## config.mk

```make
export PLATFORM = sky130hd
export DESIGN_NAME = mlfqs_fixed_point_scheduler_math_core
export DESIGN_NICKNAME = d
export VERILOG_FILES = /design/src/rtl/mlfqs_pkg.sv /design/src/rtl/mlfqs_div.sv /design/src/rtl/mlfqs_dp.sv /design/src/rtl/mlfqs_ctrl.sv /design/src/rtl/mlfqs_fixed_point_scheduler_math_core.sv
export SDC_FILE = /design/constraint.sdc
export NUM_CORES = 2
export LEC_CHECK = 0
export BUFFER_PORTS_ARGS = -buffer_cell sky130_fd_sc_hd__buf_4
export CAP_MARGIN = 20
export CORE_ASPECT_RATIO = 1.5
export CORE_MARGIN = 4
export CORE_UTILIZATION = 25
export CTS_CLUSTER_SIZE = 8
export DETAILED_ROUTE_END_ITERATION = 10
export PLACE_DENSITY = 0.39
export SKIP_LAST_GASP = 1
export SLEW_MARGIN = 20
export SYNTH_ARGS = -nofsm -noshare
export SYNTH_HDL_FRONTEND = slang
export SYNTH_SLANG_ARGS = --single-unit
export TNS_END_PERCENT = 30
```

## constraint.sdc

```tcl
create_clock -name clock -period 12.1 [get_ports clock]
set_clock_uncertainty 0.15 [all_clocks]
set_input_delay 1.21 -clock clock [delete_from_list [all_inputs] [get_ports clock]]
set_output_delay 1.21 -clock clock [all_outputs]
set_load 0.02 [all_outputs]
```

## src/rtl/mlfqs_pkg.sv

```systemverilog
// ----------------------------------------------------------------------------
// mlfqs_pkg
// Shared types, codes and helpers for the scheduler fixed-point math core.
// ----------------------------------------------------------------------------
package mlfqs_pkg;

   // Item kinds
   typedef enum logic [1:0] {
      KIND_LOAD   = 2'd0,
      KIND_DECAY  = 2'd1,
      KIND_PRIO   = 2'd2,
      KIND_REPORT = 2'd3
   } kind_type;

   // Register indexes
   localparam logic [0:0] CSR_MAX_PRIO = 1'b0;
   localparam logic [0:0] CSR_MIN_PRIO = 1'b1;

   localparam logic [7:0] MAX_PRIO_RESET = 8'd63;
   localparam logic [7:0] MIN_PRIO_RESET = 8'd0;

   // Divide by 15 as multiply and shift, exact for any 32-bit unsigned operand
   localparam logic [31:0] DIV15_MAGIC = 32'h8888_8889;
   localparam int          DIV15_SHIFT = 35;

   // Controller states
   typedef enum logic [2:0] {
      S_IDLE,
      S_PREP,
      S_DIV,
      S_MUL,
      S_FIN
   } state_type;

   // Controller to datapath
   typedef struct packed {
      logic capture;
      logic div_start;
      logic mul_en;
      logic finish;
   } cmd_type;

   // Datapath to controller
   typedef struct packed {
      logic need_div;
      logic div_busy;
   } status_type;

   // Arithmetic shift right that rounds toward zero
   function automatic logic signed [63:0] shr_trunc(input logic signed [63:0] x,
                                                   input int sh);
      logic signed [63:0] bias;
      bias = x[63] ? ((64'sd1 <<< sh) - 64'sd1) : 64'sd0;
      return (x + bias) >>> sh;
   endfunction

endpackage

```

## src/rtl/mlfqs_div.sv

```systemverilog
// ----------------------------------------------------------------------------
// mlfqs_div
// Signed restoring divider, one quotient bit per cycle, truncates toward zero.
// ----------------------------------------------------------------------------
module mlfqs_div #(
   parameter int DD_W = 49,
   parameter int DS_W = 35
) (
   input  logic                   clock,
   input  logic                   reset,
   input  logic                   start,
   input  logic signed [DD_W-1:0] dividend,
   input  logic signed [DS_W-1:0] divisor,
   output logic                   busy,
   output logic signed [DD_W:0]   quotient
);

   localparam int CNT_W = $clog2(DD_W + 1);

   logic [DD_W-1:0]  quo_ff, quo_in;
   logic [DS_W-1:0]  rem_ff, rem_in;
   logic [DS_W-1:0]  dvs_ff, dvs_in;
   logic             neg_ff, neg_in;
   logic [CNT_W-1:0] cnt_ff, cnt_in;
   logic             busy_ff, busy_in;

   logic [DS_W:0]    rem_sh;
   logic [DS_W:0]    diff;

   // One restoring step per cycle
   always_comb begin
      quo_in  = quo_ff;
      rem_in  = rem_ff;
      dvs_in  = dvs_ff;
      neg_in  = neg_ff;
      cnt_in  = cnt_ff;
      busy_in = busy_ff;
      rem_sh  = {rem_ff, quo_ff[DD_W-1]};
      diff    = rem_sh - {1'b0, dvs_ff};
      if (start) begin
         quo_in  = dividend[DD_W-1] ? DD_W'(-dividend) : DD_W'(dividend);
         dvs_in  = divisor[DS_W-1] ? DS_W'(-divisor) : DS_W'(divisor);
         neg_in  = dividend[DD_W-1] ^ divisor[DS_W-1];
         rem_in  = '0;
         cnt_in  = CNT_W'(DD_W);
         busy_in = 1'b1;
      end else if (busy_ff) begin
         if (!diff[DS_W]) begin
            rem_in = diff[DS_W-1:0];
            quo_in = {quo_ff[DD_W-2:0], 1'b1};
         end else begin
            rem_in = rem_sh[DS_W-1:0];
            quo_in = {quo_ff[DD_W-2:0], 1'b0};
         end
         cnt_in = cnt_ff - CNT_W'(1);
         if (cnt_ff == CNT_W'(1)) begin
            busy_in = 1'b0;
         end
      end
   end

   always_ff @(posedge clock) begin
      quo_ff <= quo_in;
      rem_ff <= rem_in;
      dvs_ff <= dvs_in;
      neg_ff <= neg_in;
      cnt_ff <= cnt_in;
      if (reset) begin
         busy_ff <= 1'b0;
      end else begin
         busy_ff <= busy_in;
      end
   end

   assign busy     = busy_ff;
   assign quotient = neg_ff ? -$signed({1'b0, quo_ff}) : $signed({1'b0, quo_ff});

endmodule

```

## src/rtl/mlfqs_dp.sv

```systemverilog
// ----------------------------------------------------------------------------
// mlfqs_dp
// Datapath: item registers, load average, clamp registers, divider, multiplier
// and result registers.
// ----------------------------------------------------------------------------
module mlfqs_dp #(
   parameter int FRACTION_BITS = 14,
   parameter int MAX_THREADS   = 64
) (
   input  logic                  clock,
   input  logic                  reset,
   input  mlfqs_pkg::cmd_type    cmd,
   output mlfqs_pkg::status_type status,
   input  logic [1:0]            req_kind,
   input  logic [6:0]            req_ready_count,
   input  logic                  req_running_not_idle,
   input  logic signed [5:0]     req_nice_value,
   input  logic signed [31:0]    req_recent_usage,
   input  logic                  req_thread_is_idle,
   input  logic                  csr_write_en,
   input  logic [0:0]            csr_index,
   input  logic [7:0]            csr_write_data,
   output logic signed [31:0]    rsp_value,
   output logic signed [31:0]    rsp_load_out
);

   localparam int F    = FRACTION_BITS;
   localparam int DD_W = FRACTION_BITS + 35;
   localparam int DS_W = 35;

   mlfqs_pkg::kind_type kind_ff;
   logic [6:0]          count_ff;
   logic                run_ff;
   logic signed [5:0]   nice_ff;
   logic signed [31:0]  recent_ff;
   logic                idle_ff;
   logic signed [31:0]  load_ff, load_in;
   logic [7:0]          max_ff, min_ff;
   logic [31:0]         quarter_ff;
   logic signed [63:0]  prod_ff, lprod_ff;
   logic signed [31:0]  value_ff, value_in;
   logic signed [31:0]  lout_ff, lout_in;

   logic [10:0]         n_sat;
   logic signed [63:0]  ld_sum, twol, den, dvd_wide;
   logic signed [DD_W-1:0] dividend;
   logic signed [DS_W-1:0] divisor;
   logic                den_zero;
   logic                need_div, div_busy;
   logic signed [DD_W:0] quotient;
   logic signed [31:0]  coef;
   logic signed [32:0]  mul_a, mul_b;
   logic signed [63:0]  prio, hi64, lo64;
   logic signed [63:0]  decayed;

   // Item capture
   always_ff @(posedge clock) begin
      if (cmd.capture) begin
         kind_ff   <= mlfqs_pkg::kind_type'(req_kind);
         count_ff  <= req_ready_count;
         run_ff    <= req_running_not_idle;
         nice_ff   <= req_nice_value;
         recent_ff <= req_recent_usage;
         idle_ff   <= req_thread_is_idle;
      end
   end

   // Load update sum and divider operands
   always_comb begin
      n_sat = ({4'b0, count_ff} > 11'(MAX_THREADS)) ? 11'(MAX_THREADS) : {4'b0, count_ff};
      n_sat = n_sat + {10'b0, run_ff};
      ld_sum   = 64'(load_ff) * 64'sd59 + (64'($signed({1'b0, n_sat})) <<< F);
      twol     = 64'(load_ff) <<< 1;
      den      = twol + (64'sd1 <<< F);
      den_zero = (den == 64'sd0);
      dvd_wide = twol <<< F;
      dividend = DD_W'(dvd_wide);
      divisor  = DS_W'(den);
      need_div = (kind_ff == mlfqs_pkg::KIND_DECAY) && !idle_ff && !den_zero;
   end

   assign status = '{need_div: need_div, div_busy: div_busy};

   // Load sum over four; the load never goes negative so this floors
   always_ff @(posedge clock) begin
      quarter_ff <= 32'(ld_sum >>> 2);
   end

   mlfqs_div #(
      .DD_W (DD_W),
      .DS_W (DS_W)
   ) u_div (
      .clock    (clock),
      .reset    (reset),
      .start    (cmd.div_start),
      .dividend (dividend),
      .divisor  (divisor),
      .busy     (div_busy),
      .quotient (quotient)
   );

   // Multiplier stage: divide by 60 is the quarter times the 1/15 reciprocal
   assign coef = den_zero ? 32'sd0 : 32'(quotient);

   always_comb begin
      if (kind_ff == mlfqs_pkg::KIND_LOAD) begin
         mul_a = $signed({1'b0, quarter_ff});
         mul_b = $signed({1'b0, mlfqs_pkg::DIV15_MAGIC});
      end else if (kind_ff == mlfqs_pkg::KIND_DECAY) begin
         mul_a = 33'(coef);
         mul_b = 33'(recent_ff);
      end else begin
         mul_a = 33'sd100;
         mul_b = 33'(recent_ff);
      end
   end

   always_ff @(posedge clock) begin
      if (cmd.mul_en) begin
         prod_ff  <= 64'(mul_a) * 64'(mul_b);
         lprod_ff <= 64'(load_ff) * 64'sd100;
      end
   end

   // Result formation
   always_comb begin
      load_in  = load_ff;
      value_in = 32'sd0;
      lout_in  = load_ff;
      hi64     = 64'($signed({1'b0, max_ff}));
      lo64     = 64'($signed({1'b0, min_ff}));
      decayed  = 64'(32'(mlfqs_pkg::shr_trunc(prod_ff, F)));
      prio     = mlfqs_pkg::shr_trunc((hi64 <<< F)
                    - mlfqs_pkg::shr_trunc(64'(recent_ff), 2)
                    - (64'(nice_ff) <<< (F + 1)), F);
      if (prio > hi64) begin
         prio = hi64;
      end else if (prio < lo64) begin
         prio = lo64;
      end
      unique case (kind_ff)
         mlfqs_pkg::KIND_LOAD: begin
            load_in = 32'(prod_ff >>> mlfqs_pkg::DIV15_SHIFT);
            lout_in = 32'(prod_ff >>> mlfqs_pkg::DIV15_SHIFT);
         end
         mlfqs_pkg::KIND_DECAY: begin
            value_in = idle_ff ? recent_ff
                               : 32'((64'(nice_ff) <<< F) + decayed);
         end
         mlfqs_pkg::KIND_PRIO: begin
            value_in = 32'(prio);
         end
         mlfqs_pkg::KIND_REPORT: begin
            value_in = 32'(mlfqs_pkg::shr_trunc(prod_ff, F));
            lout_in  = 32'(mlfqs_pkg::shr_trunc(lprod_ff, F));
         end
         default: begin
            value_in = 32'sd0;
         end
      endcase
   end

   always_ff @(posedge clock) begin
      if (cmd.finish) begin
         value_ff <= value_in;
         lout_ff  <= lout_in;
      end
   end

   // Load average and clamp registers
   always_ff @(posedge clock) begin
      if (reset) begin
         load_ff <= 32'sd0;
         max_ff  <= mlfqs_pkg::MAX_PRIO_RESET;
         min_ff  <= mlfqs_pkg::MIN_PRIO_RESET;
      end else begin
         if (cmd.finish) begin
            load_ff <= load_in;
         end
         if (csr_write_en) begin
            unique case (csr_index)
               mlfqs_pkg::CSR_MAX_PRIO: max_ff <= csr_write_data;
               mlfqs_pkg::CSR_MIN_PRIO: min_ff <= csr_write_data;
               default: ;
            endcase
         end
      end
   end

   assign rsp_value    = value_ff;
   assign rsp_load_out = lout_ff;

endmodule

```

## src/rtl/mlfqs_ctrl.sv

```systemverilog
// ----------------------------------------------------------------------------
// mlfqs_ctrl
// Controller: sequences capture, divide, multiply and finish; owns rsp_valid.
// ----------------------------------------------------------------------------
module mlfqs_ctrl (
   input  logic                  clock,
   input  logic                  reset,
   input  logic                  req_valid,
   output logic                  req_stall,
   output logic                  rsp_valid,
   input  logic                  rsp_stall,
   output mlfqs_pkg::cmd_type    cmd,
   input  mlfqs_pkg::status_type status
);

   mlfqs_pkg::state_type state_ff, state_in;
   logic rsp_valid_ff, rsp_valid_in;
   logic slot_free;

   always_ff @(posedge clock) begin
      if (reset) begin
         state_ff     <= mlfqs_pkg::S_IDLE;
         rsp_valid_ff <= 1'b0;
      end else begin
         state_ff     <= state_in;
         rsp_valid_ff <= rsp_valid_in;
      end
   end

   // Next state and commands
   always_comb begin
      state_in      = state_ff;
      cmd           = '0;
      slot_free     = !rsp_valid_ff || !rsp_stall;
      rsp_valid_in  = rsp_valid_ff && rsp_stall;
      req_stall     = (state_ff != mlfqs_pkg::S_IDLE);
      unique case (state_ff)
         mlfqs_pkg::S_IDLE: begin
            if (req_valid) begin
               cmd.capture = 1'b1;
               state_in    = mlfqs_pkg::S_PREP;
            end
         end
         mlfqs_pkg::S_PREP: begin
            if (status.need_div) begin
               cmd.div_start = 1'b1;
               state_in      = mlfqs_pkg::S_DIV;
            end else begin
               state_in = mlfqs_pkg::S_MUL;
            end
         end
         mlfqs_pkg::S_DIV: begin
            if (!status.div_busy) begin
               state_in = mlfqs_pkg::S_MUL;
            end
         end
         mlfqs_pkg::S_MUL: begin
            cmd.mul_en = 1'b1;
            state_in   = mlfqs_pkg::S_FIN;
         end
         mlfqs_pkg::S_FIN: begin
            if (slot_free) begin
               cmd.finish   = 1'b1;
               rsp_valid_in = 1'b1;
               state_in     = mlfqs_pkg::S_IDLE;
            end
         end
         default: begin
            state_in = mlfqs_pkg::S_IDLE;
         end
      endcase
   end

   assign rsp_valid = rsp_valid_ff;

`ifndef SYNTH
   // A result never overwrites one still waiting
   a_no_overwrite: assert property (@(posedge clock) disable iff (reset)
      cmd.finish |-> !(rsp_valid_ff && rsp_stall))
      else $error("result overwritten while stalled");

   // Divider runs after each start
   a_div_runs: assert property (@(posedge clock) disable iff (reset)
      cmd.div_start |=> status.div_busy)
      else $error("divider did not start");

   // A new result only follows a finish
   a_valid_from_finish: assert property (@(posedge clock) disable iff (reset)
      $rose(rsp_valid_ff) |-> $past(cmd.finish))
      else $error("result valid without finish");
`endif

endmodule

```

## src/rtl/mlfqs_fixed_point_scheduler_math_core.sv

```systemverilog
// ----------------------------------------------------------------------------
// mlfqs_fixed_point_scheduler_math_core
// Load average, recent-cpu decay, priority and scaled report in signed
// fixed point with FRACTION_BITS fraction bits.
// ----------------------------------------------------------------------------
//  channel | direction | handshake            | payload
//  req     | in        | req_valid/req_stall  | kind, count, busy, nice, recent, idle
//  rsp     | out       | rsp_valid/rsp_stall  | value, load_out
//  csr     | in        | csr_write_en         | csr_index, csr_write_data
//
//  Decays that divide run the bit-serial divider in S_DIV; other items, load
//  updates included, go from S_PREP straight on to S_MUL and S_FIN.
//  One item is in work at a time; the output register holds a result while
//  rsp_stall is high and the next item is still accepted.
//  Reset (synchronous) clears the load average and loads the clamp defaults.
// ----------------------------------------------------------------------------
module mlfqs_fixed_point_scheduler_math_core #(
   parameter int FRACTION_BITS = 14,
   parameter int MAX_THREADS   = 64
) (
   input  logic               clock,
   input  logic               reset,
   input  logic               req_valid,
   output logic               req_stall,
   input  logic [1:0]         req_kind,
   input  logic [6:0]         req_ready_count,
   input  logic               req_running_not_idle,
   input  logic signed [5:0]  req_nice_value,
   input  logic signed [31:0] req_recent_usage,
   input  logic               req_thread_is_idle,
   output logic               rsp_valid,
   input  logic               rsp_stall,
   output logic signed [31:0] rsp_value,
   output logic signed [31:0] rsp_load_out,
   input  logic               csr_write_en,
   input  logic [0:0]         csr_index,
   input  logic [7:0]         csr_write_data
);

   mlfqs_pkg::cmd_type    cmd;
   mlfqs_pkg::status_type status;

   mlfqs_ctrl u_ctrl (
      .clock     (clock),
      .reset     (reset),
      .req_valid (req_valid),
      .req_stall (req_stall),
      .rsp_valid (rsp_valid),
      .rsp_stall (rsp_stall),
      .cmd       (cmd),
      .status    (status)
   );

   mlfqs_dp #(
      .FRACTION_BITS (FRACTION_BITS),
      .MAX_THREADS   (MAX_THREADS)
   ) u_dp (
      .clock                (clock),
      .reset                (reset),
      .cmd                  (cmd),
      .status               (status),
      .req_kind             (req_kind),
      .req_ready_count      (req_ready_count),
      .req_running_not_idle (req_running_not_idle),
      .req_nice_value       (req_nice_value),
      .req_recent_usage     (req_recent_usage),
      .req_thread_is_idle   (req_thread_is_idle),
      .csr_write_en         (csr_write_en),
      .csr_index            (csr_index),
      .csr_write_data       (csr_write_data),
      .rsp_value            (rsp_value),
      .rsp_load_out         (rsp_load_out)
   );

endmodule

```

==> results by group <==
Status
  • Status: complete, no violations

CTS
  • CTS H-tree depth: 2
  • TritonCTS clock tree: yes
  • CTS buffer count: 60
  • Clock Sinks: 416
  • Postcts setup bufs: 0
  • Root Driver: clkbuf_16
  • Later-pin clock latency in the skew report: 0.74 ns
  • CTS clk-pin slew, worst paths: 0.06 ns
  • CTS max path bufs: 3

STA
  • Endpoints failing setup: 0
  • Fin crit period: 11.67 ns
  • Relative slew margins: 0.216
  • Worst-Margin Slew: 1.18 ns
  • FMAX: between 80 and 90 MHz
  • RSZ-0062 raised after global routing: no
  • Final setup margin: 0.427 ns
  • Pins Over Slew Limit: 0
  • Final Hold Fails: 0
  • Final period util: 0.965

Floorplanning
  • Row cnt: 234
  • Initial Util: 0.252
  • Die area: around 0.28 mm²
  • Top Ports: 129
  • Die height: 649 µm
  • Core area: 0.271 mm²
  • Die width: 435 µm

Synthesis
  • Top post-synthesis cells by area: fa_1, edfxtp_1, ha_1
  • Ys Warns: 0
  • Post-synth EDFFs: 293
  • Post-synth cell types: 100
  • Synth Area per Inst: 9.22 µm²
  • Syn Std Cell Area: 0.0684 mm²
  • Sequential share of the synthesized area: 0.165
  • Synthesis-stage register bit count: 416
  • Most frequently used flop master after synthesis: edfxtp_1
  • Synth area leader: fa_1
  • Async SR Flop Fraction: 0
  • Synth top cells by count: inv_1, nand2_1, fa_1, ha_1, nor2_1
  • Most frequent cell after synthesis: inv_1
  • Synth top area share: 0.365
  • Post-Synthesis Cells: 7420

Detailed routing
  • Final WL: just under 300000 µm
  • Via count: 53700
  • Pre-antenna DRT Iters: 5
  • Final ANT Viol Nets: 0
  • Vias/cell: 4.71
  • Wire per inst: 25.6 µm
  • Residual DRC: 0
  • Number of DRC markers in iteration 0: 3042

Global routing
  • Congestion Overflow GR: 0
  • First-pass GRT wire length: between 400000 and 500000 µm
  • Total track usage: 0.206
  • Number of global-route vias before repair: 59100
  • Initial antenna violation count: 9
  • Largest net degree at the start of global routing: 64

Worst setup path
  • R2r endpoint: u_dp.prod_ff[59]
  • Critical Path Stages: 39
  • Crit path largest cell delay: 0.77 ns
  • Crit start category: flip-flop
  • Reg2reg path depth: 39
  • Maximum fanout along the worst path: 7
  • Flop2flop setup slack: 0.43 ns
  • CP max-delay cell: fa_1
  • Most frequent CP cell: fa_1
  • Setup Crit Path Kind: reg2reg
  • Crit. End Element: flip-flop
  • Bufs and invs on worst path: 6
  • Cell family with most CP delay: adder cells
  • Critical R2R Launch: u_dp.u_div.quo_ff[7]
  • Critical path arrival: 12.00 ns
  • Worst EP required: 12.43 ns

Layout
  • Layout cells sized above 1: 0.104
  • Area grow syn2layout: 15.2%
  • Nets: 9655
  • Finished Layout Cells: 11400

Hold path
  • WHS Endpoint: u_ctrl.state_ff[0]
  • Worst min path class: reg2reg
  • Hold Path Cell Cnt: 1
  • Min-delay src: u_ctrl.state_ff[2]

Placed design
  • Dpl cells: 11300
  • Hpwl dp: 249000 µm
  • Pre-CTS WS: -0.719 ns
  • Routability Congestion: ~0.94
  • Input/output buffers: 128

Run
  • Max_cap viols: 0
[layer usage]
layer	GRT usage	share of wire	routed length, µm	vias to the layer above
li1	-	-	-	24000
met1	0.203	0.34	99000	27700
met2	0.401	0.54	159000	1340
met3	0.0175	0.030	8720	589
met4	0.145	0.088	25700	4
met5	0	0.000089	26	-
[cells by family (layout without fill, tap and decap cells)]
kind of cell               Yosys count  in the layout  synth area share
AOI/OAI and AO/OA                  865            865            0.0819
DFF                                416            416             0.165
muxes                               37             37           0.00564
and+or+nand+nor                   2288           2288             0.144
adders and majority gates         1792           1792             0.465
other                                2             15          0.000110
buffers and inverters             1646           2075            0.0910
xor gates and xnor gates           374            374            0.0480
[per-stage QoR]
step / instance area (µm²) / TNS (ns) / utilization / hold slack [ns]
2_1_floorplan: 68400 / 0 / - / 0.296
3_3_place_gp: 76700 / -5.27 / 0.283 / 0.320
3_5_place_dp: 76700 / -4.38 / 0.283 / 0.316
4_1_cts: 78600 / 0 / 0.290 / 0.330
5_1_grt: 78800 / 0 / 0.290 / 0.337
6_report: 78800 / 0 / 0.290 / 0.310
[final cells by class]
| type | count | area, µm² |
|---|---|---|
| diodes | 11 | 27.5 |
| inverters | 1365 | 5120 |
| flip-flops and latches | 416 | 11300 |
| repair buffers | 597 | 4800 |
| fillers | 28900 | 193000 |
| clock inverters | 6 | 130 |
| multi-input cells | 5360 | 51300 |
| clock buffers | 107 | 1730 |
| well taps | 3540 | 4430 |
[worst max path at each step]
stage / start / to / slack (ns)
floorplan: u_dp.load_ff[14] / u_dp.prod_ff[59] / 0.37
CTS: u_dp.load_ff[16] / u_dp.prod_ff[59] / 0.03
global route: u_dp.load_ff[14] / u_dp.prod_ff[62] / 0.01
finish: u_dp.u_div.quo_ff[7] / u_dp.prod_ff[59] / 0.43
detailed placement: u_dp.load_ff[0] / u_dp.prod_ff[63] / -0.72
global placement: u_dp.load_ff[0] / u_dp.prod_ff[63] / -0.79
[cells in the final DEF (no fill, tap or decap), drive strengths merged, types with 74 or more instances in the layout]
cell type and instances:
a21o 85, a21oi 271, buf 597, clkbuf 107, dfxtp 123, edfxtp 293, fa 1245, ha 547
inv 1362, nand2 1247, nand3 79, nor2 525, nor3 74, o21ai 176, xnor2 252, xor2 122
[worst register-to-register path, delay by kind of cell (launching register included)]
kind            cells  cell delay, ns
compound gates     10            2.19
simple gates       12            2.48
buf+inv             6            0.83
fa+ha+maj           9            4.48
xor+xnor            2            0.86
flops               1            0.49
[state kept, by name, summed over array words and instances, names as in the netlist, 6 cells and up]
register,flops
u_dp.u_div.rem_ff,35
u_dp.max_ff,8
u_dp.nice_ff,6
u_dp.rsp_load_out,29
u_dp.lprod_ff,35
u_dp.rsp_value,32
u_dp.quarter_ff,32
u_dp.recent_ff,32
u_dp.u_div.quo_ff,49
u_dp.count_ff,7
u_dp.min_ff,8
u_dp.prod_ff,64
u_dp.u_div.dvs_ff,34
u_dp.u_div.cnt_ff,6
u_dp.load_ff,29
[repair_timing]
item / in CTS / in global routing
pin swaps: 0 / 5
gates resized for setup: 13 / 30
hold buffers: 0 / 0
endpoints found under the setup margin: 14 / 14
Power is not shown: default switching activity piles up to over one toggle a cycle in this logic, so the estimate is an artifact.
